**config.mk**
```make
export PLATFORM = sky130hd
export DESIGN_NAME = rlp_stream_decoder_core
export DESIGN_NICKNAME = d
export VERILOG_FILES = /design/src/hw/rtl/rlpd_pkg.sv /design/src/hw/rtl/rlpd_stack.sv /design/src/hw/rtl/rlpd_parse.sv /design/src/hw/rtl/rlp_stream_decoder_core.sv
export SDC_FILE = /design/constraint.sdc
export NUM_CORES = 1
export LEC_CHECK = 0
export ABC_CLOCK_PERIOD_IN_PS = 10500
export BUFFER_PORTS_ARGS = -buffer_cell sky130_fd_sc_hd__buf_4
export CORE_MARGIN = 4
export CORE_UTILIZATION = 60
export CTS_BUF_LIST = sky130_fd_sc_hd__clkbuf_16
export CTS_CLUSTER_DIAMETER = 60
export DETAILED_ROUTE_END_ITERATION = 7
export PLACE_DENSITY_LB_ADDON = 0.2
export SETUP_SLACK_MARGIN = 0.02
export SLEW_MARGIN = 30
export SYNTH_ARGS = -nofsm -noshare
export SYNTH_HDL_FRONTEND = slang
export SYNTH_SLANG_ARGS = --single-unit
```
**constraint.sdc**
```tcl
create_clock -name clk -period 10.5 [get_ports clk]
set_input_delay 1.575 -clock clk [delete_from_list [all_inputs] [get_ports clk]]
set_output_delay 1.575 -clock clk [all_outputs]
set_load 0.05 [all_outputs]
```
**src/hw/rtl/rlpd_pkg.sv**
```systemverilog
package rlpd_pkg;

  // defaults for the top-level parameters
  localparam int DEF_MAX_DEPTH = 16;
  localparam int DEF_LEN_BITS  = 32;

  // item_kind codes
  localparam logic [1:0] KIND_BYTE  = 2'd0;
  localparam logic [1:0] KIND_LAST  = 2'd1;
  localparam logic [1:0] KIND_EMPTY = 2'd2;
  localparam logic [1:0] KIND_NONE  = 2'd3;

  // error_code codes
  localparam logic [2:0] ERR_OK        = 3'd0;
  localparam logic [2:0] ERR_NONCANON  = 3'd1;
  localparam logic [2:0] ERR_LEAD_ZERO = 3'd2;
  localparam logic [2:0] ERR_SHORT_LF  = 3'd3;
  localparam logic [2:0] ERR_OVERRUN   = 3'd4;
  localparam logic [2:0] ERR_TOO_WIDE  = 3'd5;
  localparam logic [2:0] ERR_TRUNC     = 3'd6;
  localparam logic [2:0] ERR_TOO_DEEP  = 3'd7;

  // prefix byte boundaries
  localparam logic [7:0] B_SINGLE_MAX = 8'h7f;
  localparam logic [7:0] B_STR_EMPTY  = 8'h80;
  localparam logic [7:0] B_STR_ONE    = 8'h81;
  localparam logic [7:0] B_STR_SHORT  = 8'hb7;
  localparam logic [7:0] B_STR_LONG   = 8'hbf;
  localparam logic [7:0] B_LIST_EMPTY = 8'hc0;
  localparam logic [7:0] B_LIST_SHORT = 8'hf7;
  localparam int         LONG_MIN     = 56;

  // list stack commands
  typedef struct packed {
    logic push;
    logic pop;
    logic clear;
  } stk_ctl_t;

  // list stack status
  typedef struct packed {
    logic empty;     // no open list
    logic full;      // MAX_DEPTH lists open
    logic last_run;  // top run of equal ends is the only one
  } stk_stat_t;

endpackage

```
**src/hw/rtl/rlpd_stack.sv**
```systemverilog
module rlpd_stack #(
  parameter int MAX_DEPTH = rlpd_pkg::DEF_MAX_DEPTH,
  parameter int LEN_BITS  = rlpd_pkg::DEF_LEN_BITS
) (
  input  logic                 clk,
  input  logic                 rst,
  input  rlpd_pkg::stk_ctl_t   ctl,
  input  logic [LEN_BITS-1:0]  push_end,
  output rlpd_pkg::stk_stat_t  stat,
  output logic [LEN_BITS-1:0]  top_end
);

  // Nested ends never increase toward the top, so lists sharing an end sit
  // together; each entry holds one distinct end and how many lists share it.
  localparam int DW = $clog2(MAX_DEPTH + 1);
  localparam int IW = (MAX_DEPTH > 1) ? $clog2(MAX_DEPTH) : 1;

  logic [LEN_BITS-1:0] end_mem [MAX_DEPTH];
  logic [DW-1:0]       cnt_mem [MAX_DEPTH];
  logic [DW-1:0]       dptr;   // distinct entries
  logic [DW-1:0]       level;  // open lists
  logic [DW-1:0]       dptr_dec;
  logic [IW-1:0]       top_idx;
  logic [IW-1:0]       wr_idx;
  logic                merge;

  assign dptr_dec = dptr - DW'(1);
  assign top_idx  = dptr_dec[IW-1:0];
  assign wr_idx   = dptr[IW-1:0];
  assign top_end  = end_mem[top_idx];
  assign merge    = (dptr != '0) && (end_mem[top_idx] == push_end);

  assign stat.empty    = (level == '0);
  assign stat.full     = (level == DW'(MAX_DEPTH));
  assign stat.last_run = (dptr == DW'(1));

  always_ff @(posedge clk) begin
    if (rst) begin
      dptr  <= '0;
      level <= '0;
    end else if (ctl.clear) begin
      dptr  <= '0;
      level <= '0;
    end else if (ctl.push) begin
      level <= level + DW'(1);
      if (!merge) begin
        dptr <= dptr + DW'(1);
      end
    end else if (ctl.pop) begin
      level <= level - cnt_mem[top_idx];
      dptr  <= dptr_dec;
    end
  end

  always_ff @(posedge clk) begin
    if (ctl.push && !ctl.clear) begin
      if (merge) begin
        cnt_mem[top_idx] <= cnt_mem[top_idx] + DW'(1);
      end else begin
        end_mem[wr_idx] <= push_end;
        cnt_mem[wr_idx] <= DW'(1);
      end
    end
  end

endmodule

```
**src/hw/rtl/rlpd_parse.sv**
```systemverilog
module rlpd_parse #(
  parameter int LEN_BITS = rlpd_pkg::DEF_LEN_BITS
) (
  input  logic                 clk,
  input  logic                 rst,
  input  logic                 adv,
  input  logic [7:0]           in_byte,
  input  logic                 in_last,
  input  rlpd_pkg::stk_stat_t  stat,
  input  logic [LEN_BITS-1:0]  top_end,
  output rlpd_pkg::stk_ctl_t   ctl,
  output logic [LEN_BITS-1:0]  push_end,
  output logic [7:0]           res_byte,
  output logic [1:0]           res_kind,
  output logic [2:0]           res_err
);

  localparam logic [1:0] PH_PREFIX  = 2'd0;
  localparam logic [1:0] PH_LENGTH  = 2'd1;
  localparam logic [1:0] PH_PAYLOAD = 2'd2;

  logic [1:0]          phase, phase_next;
  logic [3:0]          len_left, len_left_next, len_left_dec;
  logic [LEN_BITS-1:0] accum, accum_next, acc_shift;
  logic                pend_list, pend_list_next;
  logic                one_chk, one_chk_next;
  logic [LEN_BITS-1:0] str_left, str_left_next, str_left_dec;
  logic [LEN_BITS-1:0] pos;
  logic [2:0]          held_err;

  logic [LEN_BITS-1:0] nxt;
  logic [7:0]          n_small;
  logic [LEN_BITS-1:0] n_sel;
  logic [LEN_BITS:0]   end_sum;
  logic [2:0]          end_err;
  logic [2:0]          err_take, err_final;
  logic                done, pop_hit, push_req, pop_req, take_ok, lvl_zero_next;
  logic [1:0]          kind;
  logic [7:0]          obyte;

  assign nxt       = pos + LEN_BITS'(1);
  assign acc_shift = {accum[LEN_BITS-9:0], in_byte};

  // length handed to the end-position adder
  always_comb begin
    if (in_byte <= rlpd_pkg::B_STR_SHORT) begin
      n_small = in_byte - rlpd_pkg::B_STR_EMPTY;
    end else if (in_byte <= rlpd_pkg::B_STR_LONG) begin
      n_small = in_byte - rlpd_pkg::B_STR_SHORT;
    end else if (in_byte <= rlpd_pkg::B_LIST_SHORT) begin
      n_small = in_byte - rlpd_pkg::B_LIST_EMPTY;
    end else begin
      n_small = in_byte - rlpd_pkg::B_LIST_SHORT;
    end
    if (phase == PH_LENGTH) begin
      n_sel = acc_shift;
    end else begin
      n_sel = {{(LEN_BITS-8){1'b0}}, n_small};
    end
  end

  // item end position with range and enclosing-list checks
  assign end_sum  = {1'b0, nxt} + {1'b0, n_sel};
  assign push_end = end_sum[LEN_BITS-1:0];
  always_comb begin
    if (end_sum[LEN_BITS]) begin
      end_err = rlpd_pkg::ERR_TOO_WIDE;
    end else if (!stat.empty && (end_sum[LEN_BITS-1:0] > top_end)) begin
      end_err = rlpd_pkg::ERR_OVERRUN;
    end else begin
      end_err = rlpd_pkg::ERR_OK;
    end
  end

  assign len_left_dec = (len_left != 4'd0) ? len_left - 4'd1 : 4'd0;
  assign str_left_dec = (str_left != '0) ? str_left - LEN_BITS'(1) : '0;
  assign pop_hit      = !stat.empty && (top_end == nxt);

  always_comb begin
    phase_next     = phase;
    len_left_next  = len_left;
    accum_next     = accum;
    pend_list_next = pend_list;
    one_chk_next   = one_chk;
    str_left_next  = str_left;
    err_take       = rlpd_pkg::ERR_OK;
    kind           = rlpd_pkg::KIND_NONE;
    obyte          = 8'd0;
    done           = 1'b0;
    push_req       = 1'b0;
    unique case (phase)
      PH_LENGTH: begin
        if (accum == '0 && in_byte == 8'd0) begin
          err_take = rlpd_pkg::ERR_LEAD_ZERO;
        end else if (accum[LEN_BITS-1 -: 8] != 8'd0) begin
          err_take = rlpd_pkg::ERR_TOO_WIDE;
        end else begin
          accum_next    = acc_shift;
          len_left_next = len_left_dec;
          if (len_left_dec == 4'd0) begin
            if (acc_shift < LEN_BITS'(rlpd_pkg::LONG_MIN)) begin
              err_take = rlpd_pkg::ERR_SHORT_LF;
            end else if (end_err != rlpd_pkg::ERR_OK) begin
              err_take = end_err;
            end else if (pend_list) begin
              if (stat.full) begin
                err_take = rlpd_pkg::ERR_TOO_DEEP;
              end else begin
                push_req   = 1'b1;
                phase_next = PH_PREFIX;
              end
            end else begin
              str_left_next = acc_shift;
              one_chk_next  = 1'b0;
              phase_next    = PH_PAYLOAD;
            end
          end
        end
      end
      PH_PAYLOAD: begin
        if (one_chk && in_byte <= rlpd_pkg::B_SINGLE_MAX) begin
          err_take = rlpd_pkg::ERR_NONCANON;
        end else begin
          one_chk_next  = 1'b0;
          obyte         = in_byte;
          str_left_next = str_left_dec;
          if (str_left_dec == '0) begin
            kind       = rlpd_pkg::KIND_LAST;
            phase_next = PH_PREFIX;
            done       = 1'b1;
          end else begin
            kind = rlpd_pkg::KIND_BYTE;
          end
        end
      end
      default: begin
        // prefix; the unused fourth code behaves the same
        phase_next = PH_PREFIX;
        if (in_byte <= rlpd_pkg::B_SINGLE_MAX) begin
          obyte = in_byte;
          kind  = rlpd_pkg::KIND_LAST;
          done  = 1'b1;
        end else if (in_byte == rlpd_pkg::B_STR_EMPTY) begin
          kind = rlpd_pkg::KIND_EMPTY;
          done = 1'b1;
        end else if (in_byte <= rlpd_pkg::B_STR_SHORT) begin
          if (end_err != rlpd_pkg::ERR_OK) begin
            err_take = end_err;
          end else begin
            str_left_next = n_sel;
            one_chk_next  = (in_byte == rlpd_pkg::B_STR_ONE);
            phase_next    = PH_PAYLOAD;
          end
        end else if (in_byte <= rlpd_pkg::B_STR_LONG || in_byte > rlpd_pkg::B_LIST_SHORT) begin
          if (end_err != rlpd_pkg::ERR_OK) begin
            err_take = end_err;
          end else begin
            len_left_next  = n_small[3:0];
            accum_next     = '0;
            pend_list_next = (in_byte > rlpd_pkg::B_LIST_SHORT);
            phase_next     = PH_LENGTH;
          end
        end else if (in_byte == rlpd_pkg::B_LIST_EMPTY) begin
          done = 1'b1;
        end else begin
          if (end_err != rlpd_pkg::ERR_OK) begin
            err_take = end_err;
          end else if (stat.full) begin
            err_take = rlpd_pkg::ERR_TOO_DEEP;
          end else begin
            push_req = 1'b1;
          end
        end
      end
    endcase
  end

  assign pop_req       = done && pop_hit;
  assign take_ok       = (held_err == rlpd_pkg::ERR_OK) && (err_take == rlpd_pkg::ERR_OK);
  assign lvl_zero_next = (stat.empty && !push_req) || (pop_req && stat.last_run);

  always_comb begin
    if (held_err != rlpd_pkg::ERR_OK) begin
      err_final = held_err;
    end else if (err_take != rlpd_pkg::ERR_OK) begin
      err_final = err_take;
    end else if (in_last && (phase_next != PH_PREFIX || !lvl_zero_next)) begin
      err_final = rlpd_pkg::ERR_TRUNC;
    end else begin
      err_final = rlpd_pkg::ERR_OK;
    end
  end

  assign res_err  = err_final;
  assign res_kind = (err_final != rlpd_pkg::ERR_OK) ? rlpd_pkg::KIND_NONE : kind;
  assign res_byte = (err_final != rlpd_pkg::ERR_OK) ? 8'd0 : obyte;

  assign ctl.push  = adv && take_ok && push_req && !in_last;
  assign ctl.pop   = adv && take_ok && pop_req && !in_last;
  assign ctl.clear = adv && in_last;

  always_ff @(posedge clk) begin
    if (rst) begin
      phase     <= PH_PREFIX;
      len_left  <= 4'd0;
      accum     <= '0;
      pend_list <= 1'b0;
      one_chk   <= 1'b0;
      str_left  <= '0;
      pos       <= '0;
      held_err  <= rlpd_pkg::ERR_OK;
    end else if (adv) begin
      if (in_last) begin
        phase     <= PH_PREFIX;
        len_left  <= 4'd0;
        accum     <= '0;
        pend_list <= 1'b0;
        one_chk   <= 1'b0;
        str_left  <= '0;
        pos       <= '0;
        held_err  <= rlpd_pkg::ERR_OK;
      end else begin
        phase     <= phase_next;
        len_left  <= len_left_next;
        accum     <= accum_next;
        pend_list <= pend_list_next;
        one_chk   <= one_chk_next;
        str_left  <= str_left_next;
        pos       <= nxt;
        held_err  <= err_final;
      end
    end
  end

endmodule

```
**src/hw/rtl/rlp_stream_decoder_core.sv**
```systemverilog
// Streaming recursive-length-prefix decoder, one encoded byte per beat.
// Input channel: in_valid / in_stall with in_byte and in_last; in_last
//   marks the final byte of a stream.
// Output channel: out_valid / out_stall; exactly one result beat for every
//   input beat, in order: out_byte, item_kind, error_code, stream_end.
// Strings come out byte by byte with the last byte marked; lists are
//   flattened and only tracked on an internal stack of open-list ends.
// Path: an accepted beat sits in the input register and is decoded into the
//   output register once that register is free or draining; its result then
//   waits on the output port until it is taken. Throughput: one byte per
//   cycle while the output is not stalled, set by the single decode step
//   between the input and the output register.
// The first error sticks: later beats carry the same error_code and no
//   payload until the in_last beat, which then restarts the decoder.
// Reset (rst, synchronous) empties both registers, the list stack and all
//   parse state. A stalled output holds its beat; the input register keeps
//   taking beats until it is full, then in_stall rises in the same cycle.
module rlp_stream_decoder_core #(
  parameter int MAX_DEPTH = rlpd_pkg::DEF_MAX_DEPTH,
  parameter int LEN_BITS  = rlpd_pkg::DEF_LEN_BITS
) (
  input  logic       clk,
  input  logic       rst,
  input  logic       in_valid,
  output logic       in_stall,
  input  logic [7:0] in_byte,
  input  logic       in_last,
  output logic       out_valid,
  input  logic       out_stall,
  output logic [7:0] out_byte,
  output logic [1:0] item_kind,
  output logic [2:0] error_code,
  output logic       stream_end
);

  // input register
  logic       in_vld_q;
  logic [7:0] in_byte_q;
  logic       in_last_q;

  // decode step fires when the input register holds a beat and the output register is free or draining
  logic adv;

  rlpd_pkg::stk_ctl_t  stk_ctl;
  rlpd_pkg::stk_stat_t stk_stat;
  logic [LEN_BITS-1:0] push_end;
  logic [LEN_BITS-1:0] top_end;
  logic [7:0]          res_byte;
  logic [1:0]          res_kind;
  logic [2:0]          res_err;

  assign adv      = in_vld_q && (!out_valid || !out_stall);
  assign in_stall = in_vld_q && !adv;

  always_ff @(posedge clk) begin
    if (rst) begin
      in_vld_q <= 1'b0;
    end else if (!in_stall) begin
      in_vld_q <= in_valid;
    end
  end

  always_ff @(posedge clk) begin
    if (in_valid && !in_stall) begin
      in_byte_q <= in_byte;
      in_last_q <= in_last;
    end
  end

  rlpd_parse #(
    .LEN_BITS (LEN_BITS)
  ) u_parse (
    .clk      (clk),
    .rst      (rst),
    .adv      (adv),
    .in_byte  (in_byte_q),
    .in_last  (in_last_q),
    .stat     (stk_stat),
    .top_end  (top_end),
    .ctl      (stk_ctl),
    .push_end (push_end),
    .res_byte (res_byte),
    .res_kind (res_kind),
    .res_err  (res_err)
  );

  rlpd_stack #(
    .MAX_DEPTH (MAX_DEPTH),
    .LEN_BITS  (LEN_BITS)
  ) u_stack (
    .clk      (clk),
    .rst      (rst),
    .ctl      (stk_ctl),
    .push_end (push_end),
    .stat     (stk_stat),
    .top_end  (top_end)
  );

  // output register
  always_ff @(posedge clk) begin
    if (rst) begin
      out_valid <= 1'b0;
    end else if (adv) begin
      out_valid <= 1'b1;
    end else if (!out_stall) begin
      out_valid <= 1'b0;
    end
  end

  always_ff @(posedge clk) begin
    if (adv) begin
      out_byte   <= res_byte;
      item_kind  <= res_kind;
      error_code <= res_err;
      stream_end <= in_last_q;
    end
  end

  // an error beat never carries payload
  a_err_no_payload: assert property (@(posedge clk) disable iff (rst)
    out_valid && (error_code != rlpd_pkg::ERR_OK) |->
      (item_kind == rlpd_pkg::KIND_NONE) && (out_byte == 8'd0))
    else $error("error beat carries payload");

  // input side only backs up behind a held output beat
  a_stall_cause: assert property (@(posedge clk) disable iff (rst)
    in_stall |-> in_vld_q && out_valid && out_stall)
    else $error("input stalled without output back-pressure");

  // every decode step lands in the output register
  a_step_lands: assert property (@(posedge clk) disable iff (rst)
    adv |=> out_valid)
    else $error("decoded beat lost");

  // the stack never pushes and pops, or clears and pushes, in the same step
  a_stack_excl: assert property (@(posedge clk) disable iff (rst)
    !(stk_ctl.push && stk_ctl.pop) && !(stk_ctl.clear && stk_ctl.push))
    else $error("conflicting stack commands");

endmodule

```
# Yosys cells after proc, flatten, opt, wreduce, memory -nomap -nowiden
# Memories as Yosys holds them, arrays and structs flattened.
# Index checks and enable logic that the tools add are counted.
[op_classes]
n_mul = 0
n_addsub = 13
eq_ne = 31
shift = 0
div = 0
mux = 143
bitwise_logic = 0
magnitude_cmp = 7
reduce_logical = 60
[op_table]
columns = ["cell", "count"]
rows = [
  ["$mux 32", 23],
  ["$pmux 32 s2", 2],
  ["$eq 32x32->1", 2],
  ["$logic_not 32->1", 2],
  ["$mux 3", 20],
  ["$mux 1", 52],
  ["$mux 4", 10],
  ["$mux 8", 5],
  ["$mux 2", 17],
  ["$add 32x32->33", 1],
  ["$add 32x1->32 const B", 1],
  ["$gt 32x32->1", 1],
  ["$lt 32x6->1 const B", 1],
  ["$reduce_bool 32->1", 1],
  ["$sub 32x1->32 const B", 1],
  ["$sub 8x8->8 const B", 4],
  ["$mux 5", 6],
  ["$ne 3x3->1 const B", 9],
  ["$eq 8x8->1 const B", 3],
  ["$le 8x8->1 const B", 3],
  ["$logic_and 1x1->1", 20],
  ["$pmux 8 s2", 1],
  ["$add 5x1->5 const B", 3],
  ["$reduce_bool 3->1", 5],
  ["33 further kinds", 61],
]
[totals]
word_cells = 274
register_bits = 142
latchBits = 0
n_memories = 2
mem_bits_rw = 592
rom_bits = 0
inputBits = 13
[mem_list]
columns = ["name", "words", "width", "read_ports", "rd_ports_with_merged_regs", "write_ports", "line_no", "rtl"]
rows = [
  ["u_stack.end_mem", 16, 32, 1, 0, 1, "rlpd_stack.sv:18", "logic [LEN_BITS-1:0] end_mem [MAX_DEPTH];"],
  ["u_stack.cnt_mem", 16, 5, 1, 0, 1, "rlpd_stack.sv:19", "logic [DW-1:0] cnt_mem [MAX_DEPTH];"],
]

# Longest topological paths before layout
[depth]
ltp_word = 28
ltp_mapped = 38

# Hierarchy
# Synthesis repeated with hierarchy kept, for this count alone.
[unflattened]
cells_unflattened = 2842
hier_area_um2 = 36397.4
[by_module_without_submodules]
columns = ["module", "area_each_um2", "instances", "seq_area_each_um2", "cells_per_inst"]
rows = [
  ["rlpd_stack", 24843.8, 1, 17977.2, 1267],
  ["rlpd_parse", 10776.6, 1, 2142.1, 1542],
  ["rlp_stream_decoder_core", 777.0, 1, 730.7, 33],
]

# Worst setup path after synthesis
# No wires, ideal clock.
[synth_timing]
path_type = "reg2reg"
start = "register in_byte_q[6]"
end = "memory u_stack.end_mem[12][0] (netlist bit) (enable)"
required_ns = 10.079
setup_slack_ns = 2.140
stages_incl_launch_ff = 29
t_arrival_ns = 7.938
cell_sequence = "edfxtp_1 > inv_1 > ha_1 > o21ai_0 > nor2_1 > a21boi_0 > ha_1 > or4_1 > a21oi_1 > o311a_1 > o311ai_0 > a2111o_1 > a31oi_1 > o21ai_0 > a31o_2 > a21oi_1 > xnor2_1 > ha_1 > nand4_1 > nor3_1 > o21a_1 > a21oi_1 > and3_1 > o211ai_2 > or3_1 > clkbuf_1 > nor2_1 > nand2_1 > nor2_1"
[synth_between]
elab_chain_cells = 26
[synth_lines]
columns = ["item", "line_no", "rtl"]
rows = [
  ["start, declared", "rlp_stream_decoder_core.sv:38", "logic [7:0] in_byte_q;"],
  ["start signal, assigned", "rlp_stream_decoder_core.sv:65", "in_byte_q <= in_byte;"],
  ["$sub 8x8->8, or another cell as far along", "rlpd_parse.sv:53", "n_small = in_byte - rlpd_pkg::B_LIST_SHORT;"],
  ["$mux 8", "rlpd_parse.sv:50", "end else if (in_byte <= rlpd_pkg::B_LIST_SHORT) begin"],
  ["$mux 8", "rlpd_parse.sv:48", "end else if (in_byte <= rlpd_pkg::B_STR_LONG) begin"],
  ["$mux 8", "rlpd_parse.sv:46", "if (in_byte <= rlpd_pkg::B_STR_SHORT) begin"],
  ["$mux 32 (*)", "rlpd_parse.sv:55", "if (phase == PH_LENGTH) begin"],
  ["$add 32x32->33 (*)", "rlpd_parse.sv:63", "assign end_sum = {1'b0, nxt} + {1'b0, n_sel};"],
  ["named net push_end[31]", "rlp_stream_decoder_core.sv:46", "logic [LEN_BITS-1:0] push_end;"],
  ["$gt 32x32->1", "rlpd_parse.sv:68", "end else if (!stat.empty && (end_sum[LEN_BITS-1:0] > top_end)) begin"],
  ["[... 9 more ...]", "n/a", ""],
  ["$mux 3", "rlpd_parse.sv:139", "if (in_byte <= rlpd_pkg::B_SINGLE_MAX) begin"],
  ["$pmux 3 s2", "rlpd_parse.sv:91", "unique case (phase)"],
  ["$logic_not 3->1", "rlpd_parse.sv:179", "assign take_ok = (held_err == rlpd_pkg::ERR_OK) && (err_take == rlpd_pkg::ERR_OK);"],
  ["$logic_and 1x1->1", "rlpd_parse.sv:179", ""],
  ["$logic_and 1x1->1 (3 in a row)", "rlpd_parse.sv:198", "assign ctl.push = adv && take_ok && push_req && !in_last;"],
  ["$logic_and 1x1->1", "rlpd_stack.sv:56", "if (ctl.push && !ctl.clear) begin"],
  ["$mux 1 (*)", "rlpd_stack.sv:56", ""],
  ["$mux 1 (not written as such) (*)", "rlpd_stack.sv:60", "end_mem[wr_idx] <= push_end;"],
  ["end, declared", "rlpd_stack.sv:18", ""],
]
# Mark *: on every way through the listed nets, which the timed path passes. The rest lies on a longest branch.

# Worst setup path after layout
[layout_timing]
start = "register in_byte_q[6]"
end = "register u_stack.level[4]"
[layout_between]
elab_chain_cells = 24
[layout_lines]
columns = ["item", "line_no", "rtl"]
rows = [
  ["$sub 8x8->8, or another cell as far along", "rlpd_parse.sv:53", ""],
  ["$mux 8", "rlpd_parse.sv:50", ""],
  ["$mux 8", "rlpd_parse.sv:48", ""],
  ["$mux 8", "rlpd_parse.sv:46", ""],
  ["$mux 32 (*)", "rlpd_parse.sv:55", ""],
  ["$add 32x32->33 (*)", "rlpd_parse.sv:63", ""],
  ["named net push_end[31]", "rlp_stream_decoder_core.sv:46", ""],
  ["$gt 32x32->1 (*)", "rlpd_parse.sv:68", ""],
  ["[... 8 more ...]", "n/a", ""],
  ["$mux 3", "rlpd_parse.sv:143", "end else if (in_byte == rlpd_pkg::B_STR_EMPTY) begin"],
  ["$mux 3", "rlpd_parse.sv:139", ""],
  ["$pmux 3 s2", "rlpd_parse.sv:91", ""],
  ["$logic_not 3->1", "rlpd_parse.sv:179", ""],
  ["$logic_and 1x1->1", "rlpd_parse.sv:179", ""],
  ["$logic_and 1x1->1", "rlpd_parse.sv:198, rlpd_parse.sv:199", ""],
  ["$logic_and 1x1->1, on equally long branches (2 in a row)", "rlpd_parse.sv:198, rlpd_parse.sv:199", ""],
  ["$mux 5 or $reduce_bool 2->1 (tied branches)", "n/a", ""],
  ["end signal, assigned", "rlpd_stack.sv:45", "level <= level + DW'(1);"],
  ["end signal, assigned", "rlpd_stack.sv:50", "level <= level - cnt_mem[top_idx];"],
  ["end, declared", "rlpd_stack.sv:21", "logic [DW-1:0] level;"],
]
# Marks and branches as above.
# A chain may end at the register's enable or synchronous reset.

==> results.py <==
metrics = {
    "setup_path": {
        "crit_slowest_cell": "or4_1",
        "worst_path_largest_cell_delay_ns": 0.57,
        "timing.critical_path.fanout_max": 17,
        "worst_ep_required_time_ns": 11.02,
        "worst_ep_arrival_time_ns": 10.36,
        "worst_setup_path_end_kind": "register",
        "startpoint_kind_of_the_worst_setup_timing_path": "register",
        "critPathKind": "reg -> reg",
        "ff2ff_setup_slack_ns": 0.66,
    },
    "clock_network": {
        "ctsHoldBuffers": 0,
        "clock_latency_ns": 0.65,
        "htree_num_levels": 3,
        "numCtsBuffers": 79,
        "clock_sinks": 734,
        "ctsRootBufferMaster": "clkbuf_16",
        "max-clock-path-buffers": 3,
        "cts_tree": "yes",
        "clock_transition_time_at_the_flip_flop_clock_pins_of_the_worst_setup_and_hold_paths_ns": 0.07,
    },
    "run": {
        "number_of_maximum_capacitance_constraint_violations": 0,
    },
    "run_status": {
        "run_status": "finished clean",
    },
    "global_routing": {
        "grt_use_total": 0.294,
        "antenna_found_initial": 1,
        "grt_ovf": 0,
        "wire_length_of_the_first_global_routing_pass_um": 140000,
        "grt_max_degree": 112,
        "grt_pass1_vias": 22200,
    },
    "floorplanning": {
        "die_h_um": 248,
        "floorplan.initialDensity": 0.611,
        "chipWidth_um": 248,
        "core-area_um2": 56800,
        "rows": 87,
        "die-area_um2": 61700,
        "num_io_pins": 29,
    },
    "synthesis": {
        "synth_ff_type": "edfxtp_1",
        "ys_warns": 0,
        "yosys_register_bits": 734,
        "synth_enable_flop_cells": 615,
        "yosys.area.top_type": "edfxtp_1",
        "postSynthCellCount": 2556,
        "synth_cell_types": 86,
        "synth-async-reset-ratio": 0,
        "synth_top_area_frac": 0.532,
        "synthesized_nets": 2659,
        "ys_top_cells_by_area": "edfxtp_1 (53%), mux4_2 (11%), dfxtp_1 (6.9%), ha_1 (3.2%), a21oi_1 (2.2%)",
        "mappedNetlistArea_um2": 34700,
        "synth.yosys.seq_area_share": 0.601,
        "syn_avg_cell_area_um2": 13.6,
    },
    "place": {
        "port_buffers": 28,
        "finalWeightedCongestion": 0.944,
        "place_hpwl_um": 59500,
    },
    "drt": {
        "post_detailed_route_wirelength_per_cell_um": 27.3,
        "vias_per_cell": 6.79,
        "ant_nets": 0,
        "routed_wirelength_um": 93400,
        "drt_pre_antenna_iters": 6,
        "vias": 23200,
        "violation_count_after_the_first_detailed_routing_iteration": 2774,
        "drc": 0,
    },
    "timing": {
        "setup_viol": 0,
        "fmaxAchievable_mhz": 102,
        "fin_crit_ns": 9.84,
        "period_share": 0.938,
        "tns_ns": 0,
        "slew_headroom": 0.350,
        "worst_clock_skew_ns": 0.0561,
        "final-max-slew-violation-count": 0,
        "tightest_slew_ns": 0.975,
        "hold_viol_final": 0,
    },
    "power_and_ir_drop": {
        "power_consumption_mw": 6.21,
        "pwr_density_cell_nw_per_um2": 159,
        "static-leakage-power_nw": 12.6,
        "vdd_ir_drop_max_v": 0.000172,
    },
    "cells_and_area": {
        "final_cell_mix": "edfxtp_1 (615), nand2_1 (179), mux4_2 (164)",
        "final_layout_size_suffix_gt1_frac": 0.177,
        "area.growth.synth_to_final_pct": 12.5,
        "n_antenna_cell": 0,
        "layout_commonest_cell": "edfxtp_1",
        "final_net_count": 2701,
    },
    "worst_hold_path": {
        "holdCritPathClass": "reg -> reg",
    },
}
worst max-delay path: cells and delay by family (launching register included):
family                     cells  cell delay [ns]
AOI/OAI and AO/OA             16             4.35
xor gates and xnor gates       1             0.26
adders and majority gates      5             1.65
muxes                          1             0.15
DFF                            1             0.50
and+or+nand+nor                9             2.55
buffers and inverters          1             0.28
registers in the layout (all words and copies together), names as in the netlist, 2 cells and up:
register,cells
u_stack.end_mem,512
u_stack.cnt_mem,80
u_parse.accum,32
u_parse.pos,32
u_parse.str_left,32
in_byte_q,8
out_byte,8
u_stack.dptr,5
u_stack.level,5
u_parse.len_left,4
error_code,3
u_parse.held_err,3
item_kind,2
u_parse.phase,2
routing by layer:
metal  global-route usage  share of wire  routed length, µm  up-vias
met2                0.473           0.48              45000     1319
met3               0.0536          0.091               8510      200
li1                     -              -                  -    10100
met1                0.411           0.39              36300    11600
met5                    0        0.00014                 13        -
met4                0.105          0.039               3610        2
power breakdown:
part	total, mW	internal [mW]	switching, mW
sequential	3.17	3.16	0.0145
combinational	0.308	0.0938	0.214
clock	2.73	1.54	1.19
cell usage after synthesis (17+ instances only):
library cell  count
o21ai_0          99
xor2_1           31
clkbuf_1         87
edfxtp_1        615
nand4_1          33
nand2_1         180
buf_2            30
a22oi_1          32
inv_1            50
xnor2_1          65
a31oi_1          17
nor3_1           74
a21oi_1         151
and2_1           34
nand3_1          92
mux2_2           17
mux2i_1          43
a21o_1           21
nor4_1           40
or3_1            32
ha_1             88
nor2_1          185
dfxtp_1         119
mux4_2          164
through the flow:
stage | hold WS [ns] | std cells | cell area (µm²) | utilization | worst slack [ns]
floorplan | 0.436 | 2556 | 34700 | - | 2.14
global placement | 0.443 | 3247 | 35900 | 0.632 | 0.809
detailed placement | 0.454 | 3253 | 36200 | 0.636 | 0.738
CTS | 0.461 | 3397 | 38700 | 0.682 | 0.636
global route | 0.480 | 3417 | 39100 | 0.687 | -0.0374
finish | 0.461 | 3417 | 39100 | 0.687 | 0.656
cells by family (layout without fill, tap and decap cells):
group / after synthesis / after routing / share of synthesized area
compound gates: 451 / 451 / 0.0818
xor+xnor: 97 / 97 / 0.0250
fa+ha+maj: 90 / 90 / 0.0329
buf+inv: 188 / 290 / 0.0229
flops: 734 / 734 / 0.601
mux: 227 / 227 / 0.127
simple gates: 769 / 772 / 0.110
what timing repair did:
action | CTS | global route
setup endpoints to repair | 0 | 342
setup buffers | 0 | 15
gates resized for setup | 0 | 5
worst paths after layout:
kind / from / endpoint / depth (start not counted)
worst min register to register: u_parse.accum[31] / u_parse.accum[31] / 2
worst max register to register: in_byte_q[6] / u_stack.level[4] / 33
worst min-delay path: u_parse.accum[31] / u_parse.accum[31] / 2
worst max-delay path: in_byte_q[6] / u_stack.level[4] / 33
final cells by class:
class	count	area, µm²
clock inverters	65	587
multi-input cells	1637	13600
flip-flops and latches	734	20900
fillers	3821	17800
clock buffers	79	1980
inverters	54	203
repair buffers	92	893
well taps	756	946
Note: power is estimated with default switching activity, not from simulation.
